## config.mk

```make
export PLATFORM = sky130hd
export DESIGN_NAME = mlft_front_flat
export DESIGN_NICKNAME = d
export VERILOG_FILES = /design/src/rtl/mlft_pkg.sv /design/src/rtl/mlft_if.sv /design/src/rtl/mlft_front.sv /design/src/flat_wrapper.sv
export SDC_FILE = /design/constraint.sdc
export NUM_CORES = 1
export LEC_CHECK = 0
export ABC_AREA = 1
export BUFFER_PORTS_ARGS = -buffer_cell sky130_fd_sc_hd__buf_2
export CORE_MARGIN = 2
export CORE_UTILIZATION = 43
export CTS_CLUSTER_SIZE = 20
export DETAILED_ROUTE_END_ITERATION = 16
export GPL_TIMING_DRIVEN = 0
export PLACE_DENSITY = 0.78
export SLEW_MARGIN = 20
export SYNTH_ARGS = -nofsm -noshare
export SYNTH_HDL_FRONTEND = slang
export SYNTH_SLANG_ARGS = --single-unit
```

## constraint.sdc

```tcl
create_clock -name clk -period 12.66 [get_ports clk]
set_input_delay 1.266 -clock clk [delete_from_list [all_inputs] [get_ports clk]]
set_output_delay 1.266 -clock clk [all_outputs]
set_load 0.02 [all_outputs]
```

## src/rtl/mlft_pkg.sv

```systemverilog
// ----------------------------------------------------------------------------
// mlft_pkg
// Shared widths, table size, payload structs and engine states for the
// learning forwarding table.
// ----------------------------------------------------------------------------
package mlft_pkg;

	localparam int TABLE_DEPTH = 32;
	localparam int IDX_W       = $clog2(TABLE_DEPTH);

	localparam int MAC_W  = 48;
	localparam int IP_W   = 32;
	localparam int PORT_W = 16;
	localparam int TIME_W = 32;
	localparam int CFG_W  = 32;

	localparam logic [CFG_W-1:0] AGE_LIMIT_RST = 32'd300;

	// header queue between front and engine
	localparam int HQ_DEPTH = 2;
	localparam int HQ_PTR_W = $clog2(HQ_DEPTH);
	localparam int HQ_CNT_W = $clog2(HQ_DEPTH + 1);

	// result queue at the output
	localparam int OQ_DEPTH = 4;
	localparam int OQ_PTR_W = $clog2(OQ_DEPTH);
	localparam int OQ_CNT_W = $clog2(OQ_DEPTH + 1);

	typedef struct packed {
		logic [MAC_W-1:0]  dest_mac;
		logic [MAC_W-1:0]  source_mac;
		logic [IP_W-1:0]   sender_ip;
		logic [PORT_W-1:0] sender_port;
		logic [TIME_W-1:0] now;
		logic              self_dst;
	} hdr_t;

	typedef struct packed {
		logic [IP_W-1:0]   out_ip;
		logic [PORT_W-1:0] out_port;
		logic              flooded;
		logic              learn_failed;
		logic              last;
	} res_t;

	typedef struct packed {
		logic [IP_W-1:0]   ip;
		logic [PORT_W-1:0] port;
		logic [TIME_W-1:0] stamp;
	} slot_data_t;

	typedef enum logic [2:0] {
		ST_IDLE,
		ST_LEARN,
		ST_LOOKUP,
		ST_WALK,
		ST_DRAIN
	} eng_state_t;

endpackage

```

## src/rtl/mlft_if.sv

```systemverilog
// ----------------------------------------------------------------------------
// mlft_if
// Valid/ready channels for frame headers and forwarding results.
// ----------------------------------------------------------------------------
interface mlft_hdr_if;
	logic        valid;
	logic        ready;
	logic [47:0] dest_mac;
	logic [47:0] source_mac;
	logic [31:0] sender_ip;
	logic [15:0] sender_port;
	logic [31:0] now;

	modport source (
		output valid, dest_mac, source_mac, sender_ip, sender_port, now,
		input  ready
	);
	modport sink (
		input  valid, dest_mac, source_mac, sender_ip, sender_port, now,
		output ready
	);
endinterface


```

## src/rtl/mlft_front.sv

```systemverilog
// ----------------------------------------------------------------------------
// mlft_front
// Takes frame header beats, flags frames sent back to their own source and
// holds them in a short queue for the table engine.
// ----------------------------------------------------------------------------
module mlft_front (
	input  logic          clk,
	input  logic          arst_n,
	mlft_hdr_if.sink      hdr,
	output mlft_pkg::hdr_t head,
	output logic          head_valid,
	input  logic          pop
);
	import mlft_pkg::*;

	hdr_t                fifo_q [HQ_DEPTH];
	logic [HQ_PTR_W-1:0] wr_ptr_q;
	logic [HQ_PTR_W-1:0] rd_ptr_q;
	logic [HQ_CNT_W-1:0] count_q;
	logic                push;
	hdr_t                in_hdr;

	assign hdr.ready  = (count_q != HQ_CNT_W'(HQ_DEPTH));
	assign push       = hdr.valid && hdr.ready;
	assign head_valid = (count_q != '0);
	assign head       = fifo_q[rd_ptr_q];

	always_comb begin
		in_hdr.dest_mac    = hdr.dest_mac;
		in_hdr.source_mac  = hdr.source_mac;
		in_hdr.sender_ip   = hdr.sender_ip;
		in_hdr.sender_port = hdr.sender_port;
		in_hdr.now         = hdr.now;
		// destination is the sender itself: engine can reuse the learned slot
		in_hdr.self_dst    = (hdr.dest_mac == hdr.source_mac);
	end

	always_ff @(posedge clk) begin
		if (push) begin
			fifo_q[wr_ptr_q] <= in_hdr;
		end
	end

	always_ff @(posedge clk or negedge arst_n) begin
		if (!arst_n) begin
			wr_ptr_q <= '0;
			rd_ptr_q <= '0;
			count_q  <= '0;
		end else begin
			if (push) begin
				wr_ptr_q <= wr_ptr_q + HQ_PTR_W'(1);
			end
			if (pop) begin
				rd_ptr_q <= rd_ptr_q + HQ_PTR_W'(1);
			end
			case ({push, pop})
				2'b10:   count_q <= count_q + HQ_CNT_W'(1);
				2'b01:   count_q <= count_q - HQ_CNT_W'(1);
				default: count_q <= count_q;
			endcase
		end
	end

endmodule

```

## src/flat_wrapper.sv

```systemverilog
// flat-port wrapper written by rule: the top's interface ports become plain ports
module mlft_front_flat import mlft_pkg::*;
  (clk, arst_n, head, head_valid, pop, hdr_valid, hdr_dest_mac, hdr_source_mac, hdr_sender_ip, hdr_sender_port, hdr_now, hdr_ready);
  mlft_hdr_if hdr_i ();
  input  logic clk;
  input  logic arst_n;
  output mlft_pkg::hdr_t head;
  output logic head_valid;
  input  logic pop;
  input wire logic [$bits(hdr_i.valid)-1:0] hdr_valid;
  input wire logic [$bits(hdr_i.dest_mac)-1:0] hdr_dest_mac;
  input wire logic [$bits(hdr_i.source_mac)-1:0] hdr_source_mac;
  input wire logic [$bits(hdr_i.sender_ip)-1:0] hdr_sender_ip;
  input wire logic [$bits(hdr_i.sender_port)-1:0] hdr_sender_port;
  input wire logic [$bits(hdr_i.now)-1:0] hdr_now;
  output wire logic [$bits(hdr_i.ready)-1:0] hdr_ready;
  assign hdr_i.valid = hdr_valid;
  assign hdr_i.dest_mac = hdr_dest_mac;
  assign hdr_i.source_mac = hdr_source_mac;
  assign hdr_i.sender_ip = hdr_sender_ip;
  assign hdr_i.sender_port = hdr_sender_port;
  assign hdr_i.now = hdr_now;
  assign hdr_ready = hdr_i.ready;
  mlft_front u_core (.clk(clk), .arst_n(arst_n), .hdr(hdr_i), .head(head), .head_valid(head_valid), .pop(pop));
endmodule
```

* Word-level counts from Yosys, hierarchy flattened *
Memories as Yosys holds them, arrays and structs flattened.
Index checks and enable logic that the tools add are counted.

cells by class
  divide/modulo/power cells = 0
  reductions and logical operators = 3
  magnitude comparators = 0
  equality and inequality tests = 4
  shift-type cells = 0
  multiplexer cells = 3
  $add $sub $neg = 4
  $mul = 0
  bitwise logic cells = 0

operator list
  operator                                          count
  == test 48 bit                                    1
  case mux 2 bit (2 select lines)                   1
  nonzero test 2 bit                                2
  adder 1 bit, second input constant                2
  adder 2 x 1 -> 2 bit, second input constant       1
  == test 2 x 1 -> 1 bit, second input constant     1
  == test 2 bit, second input constant              1
  2-to-1 mux 1 bit                                  2
  != test 2 bit, second input constant              1
  subtractor 2 x 1 -> 2 bit, second input constant  1
  logical AND 1 bit                                 1

storage, ports and cells
  memory bits (writable) = 354
  register bits after elaboration = 4
  ROM bits = 0
  latch bits = 0
  memories = 1

memories
  memory         words  width  rd ports  clocked after memory_dff  wr ports  RTL line          text
  u_core.fifo_q  2      177    1         0                         1         mlft_front.sv:16  hdr_t fifo_q [HQ_DEPTH];

* Longest topological paths before layout *
Gate-level depths: netlist (run 1).

  depth after elaboration = 4
  gate-level depth with buffers = 9

* Worst setup path before layout (run 1) *
No wires, ideal clock.

  kind = input to register
  from = input hdr_valid
  to = memory u_core.fifo_q[1][0] in the netlist's numbering, enable pin
  arrival = 8730 ps
  path buffers = 0
  library setup time = 718 ps
  cell stages on the path = 2
  path slack = 3212 ps
  cell sequence = nand2_1 nor2_1

on the way
  cells in the longest elaborated chain, start to end = 3

ends and longest elaborated chain
  what                                    RTL line            text
  start: declaration                      flat_wrapper.sv:10  input wire logic [$bits(hdr_i.valid)-1:0] hdr_valid;
  logical AND 1 bit                       mlft_front.sv:24    assign push = hdr.valid && hdr.ready;
  2-to-1 mux 1 bit                        mlft_front.sv:39    if (push) begin
  2-to-1 mux 1 bit (not written as such)  mlft_front.sv:40    fifo_q[wr_ptr_q] <= in_hdr;
  end: declaration                        mlft_front.sv:16

No other way between the ends.

==> summary.txt, run 1 <==
Pwr
  • Internal Power: 0.00292 W
  • Logic pwr share: 36.6%
  • Switching power total: 0.00138 W
  • Reg power frac: 38.8%
  • Clock power frac: 24.5%
  • Switching Share: 32.2%
  • Peak VDD IR: 0.146 mV
  • Leak: 7.02 nW
  • Pwr/cell area: 240 mW/mm2

Floorplan
  • Placeable Area: 0.0323 mm2
  • Die area: 0.0341 mm2
  • Top Ports: 359
  • Die height: 185 um
  • Width of the die: 185 um
  • Num rows: 66
  • Starting density of the core: 43.4%

Global route
  • Vias in the first global route: 7802
  • GRT Util Overall: 16.6%
  • Global route overflow: 0
  • Initial antenna violation count: 8
  • Largest net degree at the start of global routing: 27
  • First-pass GRT wire length: 42700 um

Detailed routing
  • Uppermost layer routed: met5
  • Drt via density: 4.73
  • Met1 Wirelength: 11200 um
  • First-pass DRT Iterations: 5
  • Detail Route Antenna Nets: 0
  • Post-DR wirelength/cell: 18.6 um
  • Met2 WL: 14800 um
  • 1st-iter DRT viols: 308
  • Vias: 7417
  • Final wirelength: 29200 um
  • Routed wl met3: 1980 um
  • Post-route DRC: 0

Clock network
  • H-tree levels: 2
  • Clock Latency Late Sink: 520 ps
  • Hold Buf Count CTS: 0
  • Root Driver: clkbuf_16
  • Clk buf depth: 3
  • CTS tree: done
  • Post-CTS Setup Inserts: 0
  • CTS Buf Count: 38
  • Clk sinks: 358
  • CTS resizes: 0
  • Clock transition at path regs: 60 ps

Critical path
  • Worst setup SP type: flip-flop
  • Critical Path RT: 11390 ps
  • RR Endpoint: u_core.fifo_q[1][57]$_DFFE_PP_
  • Worst reg-to-reg path cell count: 8
  • Kind of critical path: reg2out
  • Critical Path AT: 1990 ps
  • Crit Path Max Fanout: 10
  • Worst R2R Setup Slack: 10160 ps
  • R2r startpoint: u_core.count_q[0]$_DFFE_PN0P_
  • Crit. End Element: output port

Place
  • Routability cong.: 0.783
  • I/O Buffers: 358
  • Placed cells: 1498
  • Cell Area, Placed: 0.0167 mm2
  • Dpl hpwl: 21100 um

Timing
  • Final setup viols: 0
  • Slew at the pin with the worst max-slew slack: 708 ps
  • Peak Freq: 0.307 GHz
  • Slew Limit Headroom: 52.7%
  • Clock Skew: 11.9 ps
  • RSZ-0062 raised after global routing: false
  • Crit path time final: 3260 ps
  • Fin crit share: 25.7%
  • Final Max Slew Viols: 0
  • Hold WS: 533 ps
  • Final hold vios: 0

Run
  • Maxcap violations: 0

Cells and area
  • Share of post-route cells with drive strength above 1: 55.8%
  • Most common cell after layout, fill and taps aside: buf_2
  • Multi-input logic area: 0.00306 mm2
  • # nets final: 1277
  • FF+latch area: 0.0107 mm2
  • Fill cells: 2503
  • Layout Cells excl Fill: 1569
  • P&R area growth vs syn: 27.9%
  • Final instance area: 0.0179 mm2
  • Commonest cells after routing, fill and taps aside: buf_2, edfxtp_1, mux2_4, mux2_2

Hold path
  • Hold Path Origin: u_core.count_q[0]$_DFFE_PN0P_
  • Hold endpoint: u_core.count_q[0]$_DFFE_PN0P_
  • Min-Delay Path Class: reg2reg
  • Hold Crit Depth: 1

Yosys
  • #FFs+latches synth: 358
  • Top cell type by total area after synthesis: edfxtp_1
  • Syn Nets: 863
  • Post-synthesis sequential area ratio: 76.5%
  • Top post-synthesis cells by area: edfxtp_1, mux2_4, mux2_2
  • Syn Area/Cell: 20.6 um2
  • Yosys warning count: 0
  • Mapped Cells: 682
  • Synth top area share: 75.8%
  • Distinct cells, synth: 15
  • Cell area after synthesis: 0.0140 mm2

Status
  • Outcome: finished, final reports clean
[cell type report]
cell class / instances / area share (%)
Antenna cell: 6 / 0.0837
Buffer: 20 / 1.08
Clock inverter: 18 / 0.774
Tap cell: 442 / 3.08
Sequential cell: 358 / 59.8
Multi-Input combinational cell: 289 / 17.0
Timing Repair Buffer: 374 / 12.0
Clock buffer: 47 / 5.85
Inverter: 15 / 0.314
[logic make-up (layout without fill, tap and decap cells)]
kind of cell | after synthesis | after routing | synth area share, %
AND/OR/NAND/NOR | 63 | 63 | 1.76
other | 0 | 6 | 0
flip-flops | 358 | 358 | 76.5
adder cells (fa/ha/maj) | 1 | 1 | 0.0892
multiplexers | 177 | 177 | 16.9
buffers and inverters | 35 | 474 | 1.78
AO/OA/AOI/OAI | 3 | 3 | 0.107
XOR/XNOR | 45 | 45 | 2.81
[critical path, cell delays in order (launching register included)]
cell and delay, ps:
dfrtp_1 330, buf_6 150, buf_6 240, buf_6 230
mux2_4 320, buf_2 170
[cell usage after synthesis]
cell and number:
inv_1 15, buf_2 5, xor2_1 2, nand2_1 43, ha_1 1, mux2_2 76, nor2_1 16, buf_6 15
nand4_1 4, a21oi_1 2, o21ai_0 1, xnor2_1 43, mux2_4 101, dfrtp_1 4, edfxtp_1 354
[sequential cells by signal, indices dropped and copies added, names as in the netlist]
| register | flops |
|---|---|
| u_core.count_q | 2 |
| u_core.fifo_q | 354 |
| u_core.rd_ptr_q | 1 |
| u_core.wr_ptr_q | 1 |
[how the worst max path moves through the flow]
stage                                      startpoint                        endpoint  slack (ps)
after floorplan                             hdr_valid   u_core.fifo_q[1][0]$_DFFE_PP_        3210
after global placement                      hdr_valid  u_core.fifo_q[1][67]$_DFFE_PP_       -1250
after detailed placement                    hdr_valid  u_core.fifo_q[1][62]$_DFFE_PP_        9290
after CTS                 u_core.rd_ptr_q$_DFFE_PN0P_                       head[102]        9350
after global routing      u_core.rd_ptr_q$_DFFE_PN0P_                       head[102]        9330
final                     u_core.rd_ptr_q$_DFFE_PN0P_                       head[144]        9400
[power groups by stage]
stage	clock network (W)	logic, W	registers [W]
floorplan	0	0.00105	0.00176
global placement	0	0.00149	0.00182
detailed placement	0	0.00160	0.00170
CTS	0.00108	0.00160	0.00167
global route	0.00113	0.00167	0.00169
finish	0.00105	0.00158	0.00167
[metrics by stage]
stage | setup TNS (ps) | setup slack, ps | utilization [%] | power (W)
after global placement | -426550 | -1250 | 50.7 | 0.00331
final | 0 | 9400 | 55.5 | 0.00430
after global routing | 0 | 9330 | 55.5 | 0.00448
after floorplan | 0 | 3210 | - | 0.00282
after detailed placement | 0 | 9290 | 51.8 | 0.00329
after CTS | 0 | 9350 | 55.5 | 0.00436
[metal layers]
metal,global-route usage (%),up-vias
li1,-,3456
met1,18.7,3623
met2,28.7,261
met3,4.58,73
met4,8.74,4
met5,0,-
No activity file was read; power rests on OpenSTA's default activity.
==> inputs of run 2 (changes only) <==
--- a/config.mk
+++ b/config.mk
@@ -12,7 +12,7 @@
 export CTS_CLUSTER_SIZE = 20
 export DETAILED_ROUTE_END_ITERATION = 16
 export GPL_TIMING_DRIVEN = 0
-export PLACE_DENSITY = 0.78
+export PLACE_DENSITY = 0.81
 export SLEW_MARGIN = 20
 export SYNTH_ARGS = -nofsm -noshare
 export SYNTH_HDL_FRONTEND = slang
==> constraint.sdc (replaced) <==
create_clock -name clk -period 2.8 [get_ports clk]
set_input_delay 0.28 -clock clk [delete_from_list [all_inputs] [get_ports clk]]
set_output_delay 0.28 -clock clk [all_outputs]
set_load 0.02 [all_outputs]
==> summary.txt, run 2 (synthesized netlist as in run 1, its figures left out) <==
Global route
  • GRT Util Overall: 19.3%
  • Initial antenna violation count: 2
  • Global Route met3 Usage: 4.39%
  • Global Route met1 Usage: 21.1%
  • GR Layer Usage met2: 36.0%
  • Global route overflow: 0
  • Largest net degree at the start of global routing: 27
  • Vias in the first global route: 8985
  • First-pass GRT wire length: 49700 um
  • GRT busiest layer: met2

Timing
  • RSZ-0062 raised after global routing: false
  • Slew at the pin with the worst max-slew slack: 698 ps
  • Peak Freq: 0.449 GHz
  • Final hold vios: 0
  • Fin crit share: 79.5%
  • Final Max Slew Viols: 0
  • Final setup viols: 0
  • Clock Skew: 10.9 ps
  • Slew Limit Headroom: 53.3%
  • Setup TNS: 0 ps
  • Crit path time final: 2230 ps

Clock network
  • Clk sinks: 358
  • H-tree levels: 2
  • CTS tree: done
  • CTS Buf Count: 38
  • Root Driver: clkbuf_16
  • Post-CTS Setup Inserts: 0
  • Clock transition at path regs: 60 ps
  • Clock Latency Late Sink: 510 ps
  • Clk buf depth: 3

Detailed routing
  • Post-DR wirelength/cell: 19.6 um
  • Vias: 8239
  • 1st-iter DRT viols: 368
  • First-pass DRT Iterations: 4
  • Post-route DRC: 0
  • Detail Route Antenna Nets: 0
  • Drt via density: 4.72
  • Final wirelength: 34200 um

Status
  • Outcome: finished, final reports clean

Critical path
  • Crit. End Element: output port
  • Crit Path Max Fanout: 10
  • Worst reg-to-reg path cell count: 7
  • Critical Path RT: 2520 ps
  • Critical Path AT: 1950 ps
  • Worst setup SP type: flip-flop
  • Kind of critical path: reg2out

Place
  • Dpl hpwl: 21300 um
  • I/O Buffers: 358
  • Routability cong.: 0.773
  • Placed cells: 1498

Pwr
  • Pwr/cell area: 1010 mW/mm2
  • Leak: 7.79 nW
  • Peak VDD IR: 0.640 mV
  • Overall power: 0.0200 W

Floorplan
  • Num rows: 66
  • Starting density of the core: 43.4%
  • Die height: 185 um
  • Placeable Area: 0.0323 mm2
  • Die area: 0.0341 mm2
  • Top Ports: 359
  • Width of the die: 185 um

Cells and area
  • Fill cells: 2242
  • P&R area growth vs syn: 41.3%
  • Final Util: 61.3%
  • Share of post-route cells with drive strength above 1: 48.3%
  • Regs by FF count: u_core.fifo_q: 354 flops, u_core.count_q: 2 flops
  • Commonest cells after routing, fill and taps aside: buf_2, edfxtp_1, dlygate4sd3_1, mux2_4, mux2_2
  • Max FFs per register: 354
  • Most common cell after layout, fill and taps aside: buf_2
  • Layout Cells excl Fill: 1745
  • Most flops, register: u_core.fifo_q
  • # nets final: 1455

Hold path
  • Min-Delay Path Class: in2reg
  • Hold Crit Depth: 3

Run
  • Maxcap violations: 0
[run 2: cell count changes in the layout (fill, tap and decap cells not counted), moves of 2 or more]
cell and change:
buf_16 +5, dlygate4sd3_1 +178, nand2_1 -2, clkbuf_1 +2
clkinv_2 -3, diode_2 -4, nand2_4 +2, buf_12 -4
clkinvlp_4 +4
[run 2: worst paths after layout]
kind | start | to | slack (ps)
max in group asynchronous | arst_n | u_core.count_q[1]$_DFFE_PN0P_ | 2550
max | u_core.rd_ptr_q$_DFFE_PN0P_ | head[102] | 570
min reg2reg | u_core.count_q[0]$_DFFE_PN0P_ | u_core.count_q[0]$_DFFE_PN0P_ | 550
min | hdr_valid | u_core.wr_ptr_q$_DFFE_PN0P_ | 60
min in group asynchronous | arst_n | u_core.count_q[0]$_DFFE_PN0P_ | 140
max reg2reg | u_core.count_q[0]$_DFFE_PN0P_ | u_core.fifo_q[1][166]$_DFFE_PP_ | 590
[run 2: cell type report]
type                       count  area [um2]  share of cell area (%)
antenna                        2        5.00                  0.0253
buffer                        20         194                   0.979
clock buffer                  49        1060                    5.33
clock inverter                18         171                   0.865
inverter                      15        56.3                   0.284
multi-input combinational    289        3070                    15.5
sequential                   358       10700                    54.2
tap                          442         553                    2.79
timing repair buffer         552        3970                    20.0
[run 2: layer usage]
metal  vias to the layer above  share of wire (%)
met5                         -                  0
met4                         0                3.6
met3                        84                6.0
met2                       305                 53
met1                      4051                 37
li1                       3799                  -
[run 2: through the flow]
stage	hold WS, ps	cell area, um2	setup slack [ps]
final	62.3	19800	573
after floorplan	-15.6	14100	-889
after CTS	33.5	19800	503
after detailed placement	88.0	16800	591
after global placement	86.2	16400	-2320
after global routing	53.6	19800	445
[run 2: critical path: stages (launching register included)]
cell     delay [ps]
dfrtp_1         340
buf_6           140
buf_6           220
buf_6           230
mux2_4          330
buf_2           170
[run 2: report_power, final]
part	total [W]	switching, W	internal, W	leakage (nW)
clock	0.00496	0.00201	0.00294	0.587
combinational	0.00750	0.00421	0.00329	3.87
sequential	0.00760	0.000308	0.00729	3.33
total	0.0200	0.00653	0.0135	7.79
[run 2: repair_timing]
action | in CTS | in global routing
hold buffers | 178 | 0
resized for setup | 0 | 0
hold endpoints to repair | 357 | 0
