===== src/rtl/mlft_pkg.sv =====
// ----------------------------------------------------------------------------
// mlft_pkg
// Shared widths, table size, payload structs and engine states for the
// learning forwarding table.
// ----------------------------------------------------------------------------
package mlft_pkg;

	localparam int TABLE_DEPTH = 32;
	localparam int IDX_W       = $clog2(TABLE_DEPTH);

	localparam int MAC_W  = 48;
	localparam int IP_W   = 32;
	localparam int PORT_W = 16;
	localparam int TIME_W = 32;
	localparam int CFG_W  = 32;

	localparam logic [CFG_W-1:0] AGE_LIMIT_RST = 32'd300;

	// header queue between front and engine
	localparam int HQ_DEPTH = 2;
	localparam int HQ_PTR_W = $clog2(HQ_DEPTH);
	localparam int HQ_CNT_W = $clog2(HQ_DEPTH + 1);

	// result queue at the output
	localparam int OQ_DEPTH = 4;
	localparam int OQ_PTR_W = $clog2(OQ_DEPTH);
	localparam int OQ_CNT_W = $clog2(OQ_DEPTH + 1);

	typedef struct packed {
		logic [MAC_W-1:0]  dest_mac;
		logic [MAC_W-1:0]  source_mac;
		logic [IP_W-1:0]   sender_ip;
		logic [PORT_W-1:0] sender_port;
		logic [TIME_W-1:0] now;
		logic              self_dst;
	} hdr_t;

	typedef struct packed {
		logic [IP_W-1:0]   out_ip;
		logic [PORT_W-1:0] out_port;
		logic              flooded;
		logic              learn_failed;
		logic              last;
	} res_t;

	typedef struct packed {
		logic [IP_W-1:0]   ip;
		logic [PORT_W-1:0] port;
		logic [TIME_W-1:0] stamp;
	} slot_data_t;

	typedef enum logic [2:0] {
		ST_IDLE,
		ST_LEARN,
		ST_LOOKUP,
		ST_WALK,
		ST_DRAIN
	} eng_state_t;

endpackage


===== src/rtl/mlft_if.sv =====


interface mlft_res_if;
	logic        valid;
	logic        ready;
	logic [31:0] out_ip;
	logic [15:0] out_port;
	logic        flooded;
	logic        learn_failed;
	logic        last;

	modport source (
		output valid, out_ip, out_port, flooded, learn_failed, last,
		input  ready
	);
	modport sink (
		input  valid, out_ip, out_port, flooded, learn_failed, last,
		output ready
	);
endinterface


===== src/rtl/mlft_outq.sv =====
// ----------------------------------------------------------------------------
// mlft_outq
// Result queue between the table engine and the result channel.
// ----------------------------------------------------------------------------
module mlft_outq (
	input  logic                     clk,
	input  logic                     arst_n,
	input  logic                     push,
	input  mlft_pkg::res_t           push_data,
	output logic [mlft_pkg::OQ_CNT_W-1:0] count,
	mlft_res_if.source               res
);
	import mlft_pkg::*;

	res_t                fifo_q [OQ_DEPTH];
	logic [OQ_PTR_W-1:0] wr_ptr_q;
	logic [OQ_PTR_W-1:0] rd_ptr_q;
	logic [OQ_CNT_W-1:0] count_q;
	logic                pop;
	res_t                head;

	assign count     = count_q;
	assign head      = fifo_q[rd_ptr_q];
	assign res.valid = (count_q != '0);
	assign pop       = res.valid && res.ready;

	assign res.out_ip       = head.out_ip;
	assign res.out_port     = head.out_port;
	assign res.flooded      = head.flooded;
	assign res.learn_failed = head.learn_failed;
	assign res.last         = head.last;

	always_ff @(posedge clk) begin
		if (push) begin
			fifo_q[wr_ptr_q] <= push_data;
		end
	end

	always_ff @(posedge clk or negedge arst_n) begin
		if (!arst_n) begin
			wr_ptr_q <= '0;
			rd_ptr_q <= '0;
			count_q  <= '0;
		end else begin
			if (push) begin
				wr_ptr_q <= wr_ptr_q + OQ_PTR_W'(1);
			end
			if (pop) begin
				rd_ptr_q <= rd_ptr_q + OQ_PTR_W'(1);
			end
			case ({push, pop})
				2'b10:   count_q <= count_q + OQ_CNT_W'(1);
				2'b01:   count_q <= count_q - OQ_CNT_W'(1);
				default: count_q <= count_q;
			endcase
		end
	end

endmodule


===== src/flat_wrapper.sv =====
// flat-port wrapper written by rule: the top's interface ports become plain ports
module mlft_outq_flat import mlft_pkg::*;
  (clk, arst_n, push, push_data, count, res_valid, res_out_ip, res_out_port, res_flooded, res_learn_failed, res_last, res_ready);
  mlft_res_if res_i ();
  input  logic clk;
  input  logic arst_n;
  input  logic push;
  input  mlft_pkg::res_t push_data;
  output logic [mlft_pkg::OQ_CNT_W-1:0] count;
  output wire logic [$bits(res_i.valid)-1:0] res_valid;
  output wire logic [$bits(res_i.out_ip)-1:0] res_out_ip;
  output wire logic [$bits(res_i.out_port)-1:0] res_out_port;
  output wire logic [$bits(res_i.flooded)-1:0] res_flooded;
  output wire logic [$bits(res_i.learn_failed)-1:0] res_learn_failed;
  output wire logic [$bits(res_i.last)-1:0] res_last;
  input wire logic [$bits(res_i.ready)-1:0] res_ready;
  assign res_valid = res_i.valid;
  assign res_out_ip = res_i.out_ip;
  assign res_out_port = res_i.out_port;
  assign res_flooded = res_i.flooded;
  assign res_learn_failed = res_i.learn_failed;
  assign res_last = res_i.last;
  assign res_i.ready = res_ready;
  mlft_outq u_core (.clk(clk), .arst_n(arst_n), .push(push), .push_data(push_data), .count(count), .res(res_i));
endmodule

===== config.mk =====
export PLATFORM = sky130hd
export DESIGN_NAME = mlft_outq_flat
export DESIGN_NICKNAME = d
export VERILOG_FILES = /design/src/rtl/mlft_pkg.sv /design/src/rtl/mlft_if.sv /design/src/rtl/mlft_outq.sv /design/src/flat_wrapper.sv
export SDC_FILE = /design/constraint.sdc
export NUM_CORES = 1
export LEC_CHECK = 0
export BUFFER_PORTS_ARGS = -buffer_cell sky130_fd_sc_hd__buf_4
export CAP_MARGIN = 10
export CORE_MARGIN = 8
export CORE_UTILIZATION = 50
export DETAILED_ROUTE_END_ITERATION = 10
export GPL_ROUTABILITY_DRIVEN = 1
export PLACE_DENSITY_LB_ADDON = 0.15
export SLEW_MARGIN = 20
export SYNTH_ARGS = -nofsm -noshare
export SYNTH_HDL_FRONTEND = slang
export SYNTH_SLANG_ARGS = --single-unit
export TNS_END_PERCENT = 20

===== constraint.sdc =====
create_clock -name clk -period 2.4 [get_ports clk]
set_clock_uncertainty 0.1 [all_clocks]
set_input_delay 0.48 -clock clk [delete_from_list [all_inputs] [get_ports clk]]
set_output_delay 0.48 -clock clk [all_outputs]
set_load 0.05 [all_outputs]

; ---- Yosys cells after proc, flatten, opt, wreduce, memory -nomap -nowiden
; Memory sizes are Yosys's and may differ from the RTL's.
; Index checks and enable logic that the tools add are counted.
[totals]
register_bits = 7
mem_bits_rw = 204
input_bits = 55
output_inout_bits = 55
elab_cells = 16
mem_count = 1
[memory_table]
columns = memory, depth, width, read_ports, rd_clocked_by_memory_dff, write_ports, line_no
row1 = u_core.fifo_q, 4, 51, 1, 0, 1, mlft_outq.sv:15  ; res_t fifo_q [OQ_DEPTH];
[op_classes]
addsub = 4
n_eq_ne = 2
n_mux = 3
reduce_logical = 3
[ops]
columns = op, n
row1 = $pmux 3 s2, 1
row2 = $add 2x1->2 const B, 2
row3 = $add 3x1->3 const B, 1
row4 = $reduce_bool 3->1, 1
row5 = $sub 3x1->3 const B, 1
row6 = $eq 2x1->1 const B, 1
row7 = $eq 2x2->1 const B, 1
row8 = $mux 1, 2
row9 = $reduce_bool 2->1, 1
row10 = $logic_and 1x1->1, 1

; ---- Longest topological paths before layout
; Gate-level depths: netlist of run 1.
[logic_depth]
word_depth = 4
depth_mapped = 7
depth_no_buf = 7

; ---- Worst setup path after synthesis of run 1
; OpenSTA, ideal clock, no wires.
[synth_timing]
path_kind = reg-to-reg
startpoint = register u_core.wr_ptr_q[0]
endpoint = memory u_core.fifo_q[2][0] (netlist bit) (enable)
setup_time_ps = 414
arrival_time_ps = 1835
required_time_ps = 1886
slack_ps = 51
stages_incl_launch_ff = 4
synth_period_minus_slack_ps = 2349
cell_sequence = dfrtp_1 -> inv_1 -> ha_1 -> and2_1
[synth_lines]
columns = item, line_no
row1 = start: declaration, mlft_outq.sv:16  ; logic [OQ_PTR_W-1:0] wr_ptr_q;
row2 = start signal: assignment, mlft_outq.sv:46  ; wr_ptr_q <= wr_ptr_q + OQ_PTR_W'(1);
row3 = end: declaration, mlft_outq.sv:15
; No word-level cell before the write port.

; ---- Final worst setup path of run 1
[layout_timing]
startpoint = register u_core.rd_ptr_q[0]
endpoint = output res_out_ip[23]
[layout_between]
elab_chain_cells = 1
[layout_lines]
columns = item, line_no
row1 = start: declaration, mlft_outq.sv:17  ; logic [OQ_PTR_W-1:0] rd_ptr_q;
row2 = start signal: assignment, mlft_outq.sv:49  ; rd_ptr_q <= rd_ptr_q + OQ_PTR_W'(1);
row3 = $mem_v2 4x51, -
row4 = end: declaration, flat_wrapper.sv:11  ; output wire logic [$bits(res_i.out_ip)-1:0] res_out_ip;
; No other way between the ends.

==> results of run 1 <==
-- synth_stat cells --
library cell	n	area (µm²)
and2_1	4	25.0
buf_12	5	100
buf_2	5	25.0
buf_6	1	11.3
clkbuf_1	1	3.75
dfrtp_1	7	175
edfxtp_1	204	6130
fa_1	1	20.0
ha_1	5	62.6
inv_1	6	22.5
mux2i_1	1	10.0
mux4_1	3	78.8
mux4_2	48	1080
nand2_1	2	7.51
nor2_1	1	3.75
o21ai_0	1	5.00
o31a_1	1	8.76
or3_1	1	6.26
xnor2_1	2	17.5
xor2_1	4	35.0
-- timing repair --
item,CTS,global route
hold endpoints to repair,7,0
hold buffers,1,0
resized for setup,41,4
setup endpoints to repair,48,51
cloned,0,3
setup buffers,2,2
-- area by class of cell --
type                       instances  area (µm²)
multi-input combinational         74        1360
clock inverter                     9        93.8
tap                              211         264
timing repair buffer             130        1270
sequential                       211        6310
clock buffer                      31         616
fill                            1006        5330
inverter                           6        22.5
-- power breakdown --
| group | internal, mW | switching, mW |
|---|---|---|
| sequential | 4.83 | 0.194 |
| combinational | 2.44 | 3.81 |
| clock | 2.00 | 1.26 |
| total | 9.27 | 5.26 |
-- through the flow --
stage               worst slack [ns]  instance area, µm²
global placement               0.248                8950
detailed placement             0.253                8950
global route                  -0.193                9930
finish                        -0.141                9930
floorplan                     0.0512                7830
CTS                           -0.172                9840
-- kinds of logic after synthesis --
kind of cell,after synthesis
adders and majority gates,6
AOI/OAI and AO/OA,2
xor gates and xnor gates,6
buffers and inverters,18
DFF,211
muxes,52
and+or+nand+nor,8
-- per-layer routing --
metal | up-vias | global-route usage (%)
met5 | - | 0
met4 | 0 | 3.73
met3 | 14 | 3.41
met2 | 89 | 26.0
met1 | 1837 | 17.9
li1 | 1573 | -
-- placed cells by master, fill, tap and decap left out, types with 5 or more instances in the layout --
| cell type | count |
|---|---|
| edfxtp_1 | 204 |
| buf_4 | 77 |
| mux4_2 | 50 |
| buf_6 | 42 |
| clkbuf_16 | 25 |
| clkbuf_1 | 7 |
| buf_12 | 7 |
| inv_1 | 6 |
| ha_1 | 5 |
| dfrtp_1 | 5 |
-- worst max-delay path by stage --
stage                                               from                       endpoint  slack [ns]  cells after the start
after floorplan           u_core.wr_ptr_q[0]$_DFFE_PN0P_  u_core.fifo_q[2][0]$_DFFE_PP_        0.05                      3
after detailed placement  u_core.rd_ptr_q[0]$_DFFE_PN0P_                 res_out_ip[27]        0.25                      3
after global routing      u_core.rd_ptr_q[0]$_DFFE_PN0P_                 res_out_ip[23]       -0.19                      4
after global placement    u_core.rd_ptr_q[0]$_DFFE_PN0P_                 res_out_ip[27]        0.25                      3
after CTS                 u_core.rd_ptr_q[0]$_DFFE_PN0P_                 res_out_ip[28]       -0.17                      3
final                     u_core.rd_ptr_q[0]$_DFFE_PN0P_                 res_out_ip[23]       -0.14                      4
-- state kept, by name (all words and copies together), names as in the netlist --
signal and count:
u_core.fifo_q 204, u_core.count 3, u_core.rd_ptr_q 2, u_core.wr_ptr_q 2
-- worst reg2reg max path: stages, from the launching register on --
cell	delay, ns
dfrtp_1	0.42
o31a_1	0.25
ha_1	0.21
inv_1	0.06
fa_1	0.37
xor2_1	0.15
nor2_1	0.13
xor2_1	0.15
==> results.toml, run 1 <==
[worst_setup_path]
crit_chain = "buf_12, buf_12, mux4_2, buf_6"
critical_path.startpoint_type = "flop"
critPathArrivalTime_ns = 1.96
path_delay_family = "multiplexers"
endpoint_kind = "output port"
r2r_slack_ns = 0.49
cp_slowest_cell = "mux4_2"
worst-path-buf-inv = 3
cpMostUsedCell = "buf_12"
required_ns = 1.82
cp_max_fo = 11
r2r-end = "u_core.count[2]$_DFFE_PN0P_"
r2r_cells = 7
reg2reg_from = "u_core.count[0]$_DFFE_PN0P_"
cp_slowest_stage_delay_ns = 0.55
worst-setup-path-type = "flop to output port"

[hold_path]
min_path_cells = 1
hold-path-endpoint = "u_core.fifo_q[2][42]$_DFFE_PP_"
hold_start = "push_data[42]"
hold_class = "input port to flop"

[drt]
wl_per_cell_um = 21.8
vias_per_cell = 5.23
top_layer_used = "met4"
antenna_left = 0
wl_met2_um = 7700
wl_met3_um = 765
firstDrtPassIters = 4
met1_length_um = 6000
drc = 0
dr.first_iter.drc_count = 251
wl_um = 14600
num_vias = 3513

[floorplanning]
die_w_um = 141
row_count = 45
die_h_um = 141
start_util_pct = 51.3
dieArea_um2 = 19900
io_pins = 110
fp.coreArea_um2 = 15300

[sta]
finalSetupTns_ns = -4.74
finalHoldWorstSlack_ns = 0.0957
worst_pin_slew_ns = 0.471
setup_viol = 47
finalHoldViolCount = 0
drv_slew = 0
rsz0062_at_grt = "true"
min_period_ns = 2.54
slew_headroom_pct = 68.6
setup_ws_ns = -0.141
max_freq_mhz = 394
fin_crit_sh_pct = 106

[placed_design]
placed_cells = 624
io_buffers = 109
place_hpwl_um = 8810
gp_congestion = 0.696

[clock_tree]
clk_pin_slew_ns = 0.06
cts_tree = "yes"
root_buffer = "clkbuf_16"
cts.sinks = 211
clkLatencyLatePin_ns = 0.48
htree_levels = 1
cts_buffers = 22
clockBufferDepth = 3

[global_route]
grt_usage_pct = 14.7
grt_first_pass_wirelength_um = 22400
gr-total-overflow = 0
antenna_found_initial = 0
grt_max_degree = 39
grt_pass1_vias = 3939

[flow_run]
cap_viol_max_count = 0

[power_and_ir_drop]
power.leakage_nw = 3.48
powerDensity_nw_per_um2 = 1460
total_power_mw = 14.5
vdd_drop_max_mv = 0.935

[cells_and_area]
num_antenna_cells = 0
final_core_util_pct = 65.1
area.growth.synth_to_final_pct = 26.9
fin_nets = 506
drive_gt1_share_pct = 46.6
finalNonFillerCells = 672

[synth]
synth-adder-area-share_pct = 1.06
netlist-cell-type-count = 20
synth_area_um2 = 7830
ys_ff_latch = 211
synth-compound-area-share_pct = 0.176
synth_top_family_by_area = "multiplexers"
syn_avg_cell_area_um2 = 25.8
syn_inst = 303
synthSimpleGateAreaFrac_pct = 0.544
ys_warn_count = 0
synthMuxAreaShare_pct = 15.0
synthXorXnorAreaFrac_pct = 0.672
syn_nets = 364
seq_area_frac_synth_pct = 80.5

[run_status]
status = "complete, but fails checks"
violations = "setup timing"
Note: power is estimated with default switching activity, not from simulation.
==> inputs of run 2 (changes only) <==
--- a/config.mk
+++ b/config.mk
@@ -5,6 +5,7 @@
 export SDC_FILE = /design/constraint.sdc
 export NUM_CORES = 1
 export LEC_CHECK = 0
+export ABC_AREA = 1
 export BUFFER_PORTS_ARGS = -buffer_cell sky130_fd_sc_hd__buf_4
 export CAP_MARGIN = 10
 export CORE_MARGIN = 8
==> results.toml, run 2 <==
[run_status]
status = "completed"

[floorplanning]
start_util_pct = 51.1
dieArea_um2 = 22200
io_pins = 110
die_h_um = 149
fp.coreArea_um2 = 17300
die_w_um = 149
row_count = 48

[power_and_ir_drop]
total_power_mw = 15.7
vdd_drop_max_mv = 0.899
switching_share_pct = 42.3
p_clk_share_pct = 19.9
p_seq_share_pct = 32.3
pwr-share-comb_pct = 47.8
power.leakage_nw = 4.46
powerDensity_nw_per_um2 = 1450
p_sw_mw = 6.64
internal-power_mw = 9.04

[synth]
synth_common_cells = "edfxtp_1 (204), nand2_1 (171), inv_1 (116), o211ai_2 (55), o211ai_1 (47)"
yosysMostFrequentCell = "edfxtp_1"
synth_top_area_share_pct = 69.3
ys_ff_latch = 211
synth_area_leaders = "edfxtp_1 (69%), o211ai_2 (7.8%), nand2_1 (7.3%)"
netlist-cell-type-count = 18
ys_dominant_reg_cell = "edfxtp_1"
syn_nets = 712
ys_async_sr_fraction_pct = 3.32
synth_enable_flop_cells = 204
synth_largest_area_cell = "edfxtp_1"
synth_area_um2 = 8830
syn_inst = 651
syn_avg_cell_area_um2 = 13.6
ys_warn_count = 0
seq_area_frac_synth_pct = 71.3

[worst_setup_path]
r2r_cells = 11
cp.depth = 6
reg2reg_from = "u_core.count[1]$_DFFE_PN0P_"
startpoint = "u_core.rd_ptr_q[0]$_DFFE_PN0P_"
r2r-end = "u_core.count[2]$_DFFE_PN0P_"
critPathArrivalTime_ns = 1.79
crit_path_end = "res_out_ip[31]"
crit_chain = "inv_16, buf_12, nand2_1, o211ai_1, nand2_1, buf_4"
worst-path-buf-inv = 3
cp_slowest_stage_delay_ns = 0.49
endpoint_kind = "output port"
required_ns = 1.82
cp_slowest_cell = "dfrtp_2"
cp_max_fo = 28
path_delay_family = "buffers and inverters"
cpMostUsedCell = "nand2_1"
worst-setup-path-type = "flop to output port"
critical_path.startpoint_type = "flop"
r2r_slack_ns = 0.51

[flow_run]
cap_viol_max_count = 0

[sta]
setup_ws_ns = 0.0271
fin_crit_sh_pct = 98.9
finalSetupTns_ns = 0
worst_pin_slew_ns = 0.482
drv_slew = 0
finalHoldViolCount = 0
min_period_ns = 2.37
setup_viol = 0
rsz0062_at_grt = "true"
slew_headroom_pct = 67.8
max_freq_mhz = 421

[drt]
wl_per_cell_um = 17.7
num_vias = 5162
drc = 0
dr.first_iter.drc_count = 245
firstDrtPassIters = 4
wl_um = 17900
vias_per_cell = 5.10
antenna_left = 0

[global_route]
grt_pass1_vias = 5461
antenna_found_initial = 0
grt_first_pass_wirelength_um = 28400
grt_max_degree = 54
grt_usage_pct = 16.3
gr-total-overflow = 0

[cells_and_area]
largest_register_ffs = 204
drive_gt1_share_pct = 28.2
final_common_cell = "edfxtp_1"
fin_nets = 835
layout_common_cells = "edfxtp_1 (204), nand2_1 (171), inv_1 (112)"
design_area_um2 = 10800
final_core_util_pct = 62.6
top_register = "u_core.fifo_q"
fill_cells = 1345
area.growth.synth_to_final_pct = 22.6
num_antenna_cells = 0

[placed_design]
place_hpwl_um = 10800
io_buffers = 109
place_area_um2 = 9970
gp_congestion = 0.724
place_ws_ns = 0.349

[clock_tree]
root_buffer = "clkbuf_16"
clockBufferDepth = 3
htree_levels = 1
clkLatencyLatePin_ns = 0.49
cts.sinks = 211
cts_buffers = 22
cts_tree = "yes"
clk_pin_slew_ns = 0.06

[hold_path]
hold_class = "input port to flop"
[run 2: changes by cell type after synthesis, moves of 2 or more]
cell / change
nand2_1: +169
inv_1: +110
o211ai_2: +55
mux4_2: -48
o211ai_1: +47
buf_6: +15
buf_2: +10
buf_12: -5
and2_1: -4
nand3_1: +4
mux4_1: -3
xor2_1: -3
inv_2: +2
[run 2: worst min-delay path by stage]
stage	depth (start not counted)	startpoint	endpoint
after CTS	1	push_data[21]	u_core.fifo_q[0][21]$_DFFE_PP_
after global routing	1	push_data[21]	u_core.fifo_q[2][21]$_DFFE_PP_
final	1	push_data[43]	u_core.fifo_q[0][43]$_DFFE_PP_
after detailed placement	1	arst_n	u_core.count[2]$_DFFE_PN0P_
after global placement	1	arst_n	u_core.count[2]$_DFFE_PN0P_
after floorplan	0	arst_n	u_core.count[0]$_DFFE_PN0P_
[run 2: metal layers]
metal / vias up / GRT usage (%) / part of all wire, % / routed length, µm
met3: 20 / 3.88 / 6.3 / 1130
met1: 2508 / 19.7 / 42 / 7520
met2: 128 / 28.6 / 50 / 9010
met4: 0 / 4.04 / 1.4 / 250
li1: 2506 / - / - / -
met5: - / 0 / 0 / 0
[run 2: final cells by class]
type | instances | area, µm² | share of cell area [%]
Sequential cell | 211 | 6310 | 58.2
Inverter | 118 | 459 | 4.24
Clock buffer | 27 | 591 | 5.45
Multi-Input combinational cell | 288 | 1820 | 16.8
Clock inverter | 11 | 76.3 | 0.705
Timing Repair Buffer | 131 | 1270 | 11.8
Tap cell | 225 | 282 | 2.60
Timing Repair inverter | 2 | 20.0 | 0.185
[run 2: logic make-up after synthesis]
group,count (synthesis),synth area share (%)
adder cells (fa/ha/maj),6,0.935
buffers and inverters,152,8.07
AND/OR/NAND/NOR,176,7.56
XOR/XNOR,2,0.198
flip-flops,211,71.3
AO/OA/AOI/OAI,104,11.9
[run 2: through the flow]
stage          instances  hold WS (ns)
3_3_place_gp         968         0.197
3_5_place_dp         968         0.202
2_1_floorplan        651        0.0844
6_report            1013        0.0888
5_1_grt             1013        0.0688
4_1_cts             1013        0.0671
[run 2: what timing repair did]
| item | CTS | global route |
|---|---|---|
| pin swaps | 0 | 0 |
| setup buffers | 2 | 0 |
| resized for setup | 24 | 5 |
| hold endpoints to repair | 7 | 0 |
| setup endpoints to repair | 46 | 49 |
| hold buffers | 1 | 0 |
| cloned | 4 | 0 |
[run 2: power by group through the flow]
stage	logic [mW]	clock network, mW	registers (mW)
2_1_floorplan	5.03	0	5.17
3_3_place_gp	7.01	0	5.09
3_5_place_dp	7.13	0	5.12
4_1_cts	7.61	3.20	5.07
5_1_grt	8.02	3.34	5.12
6_report	7.50	3.12	5.06
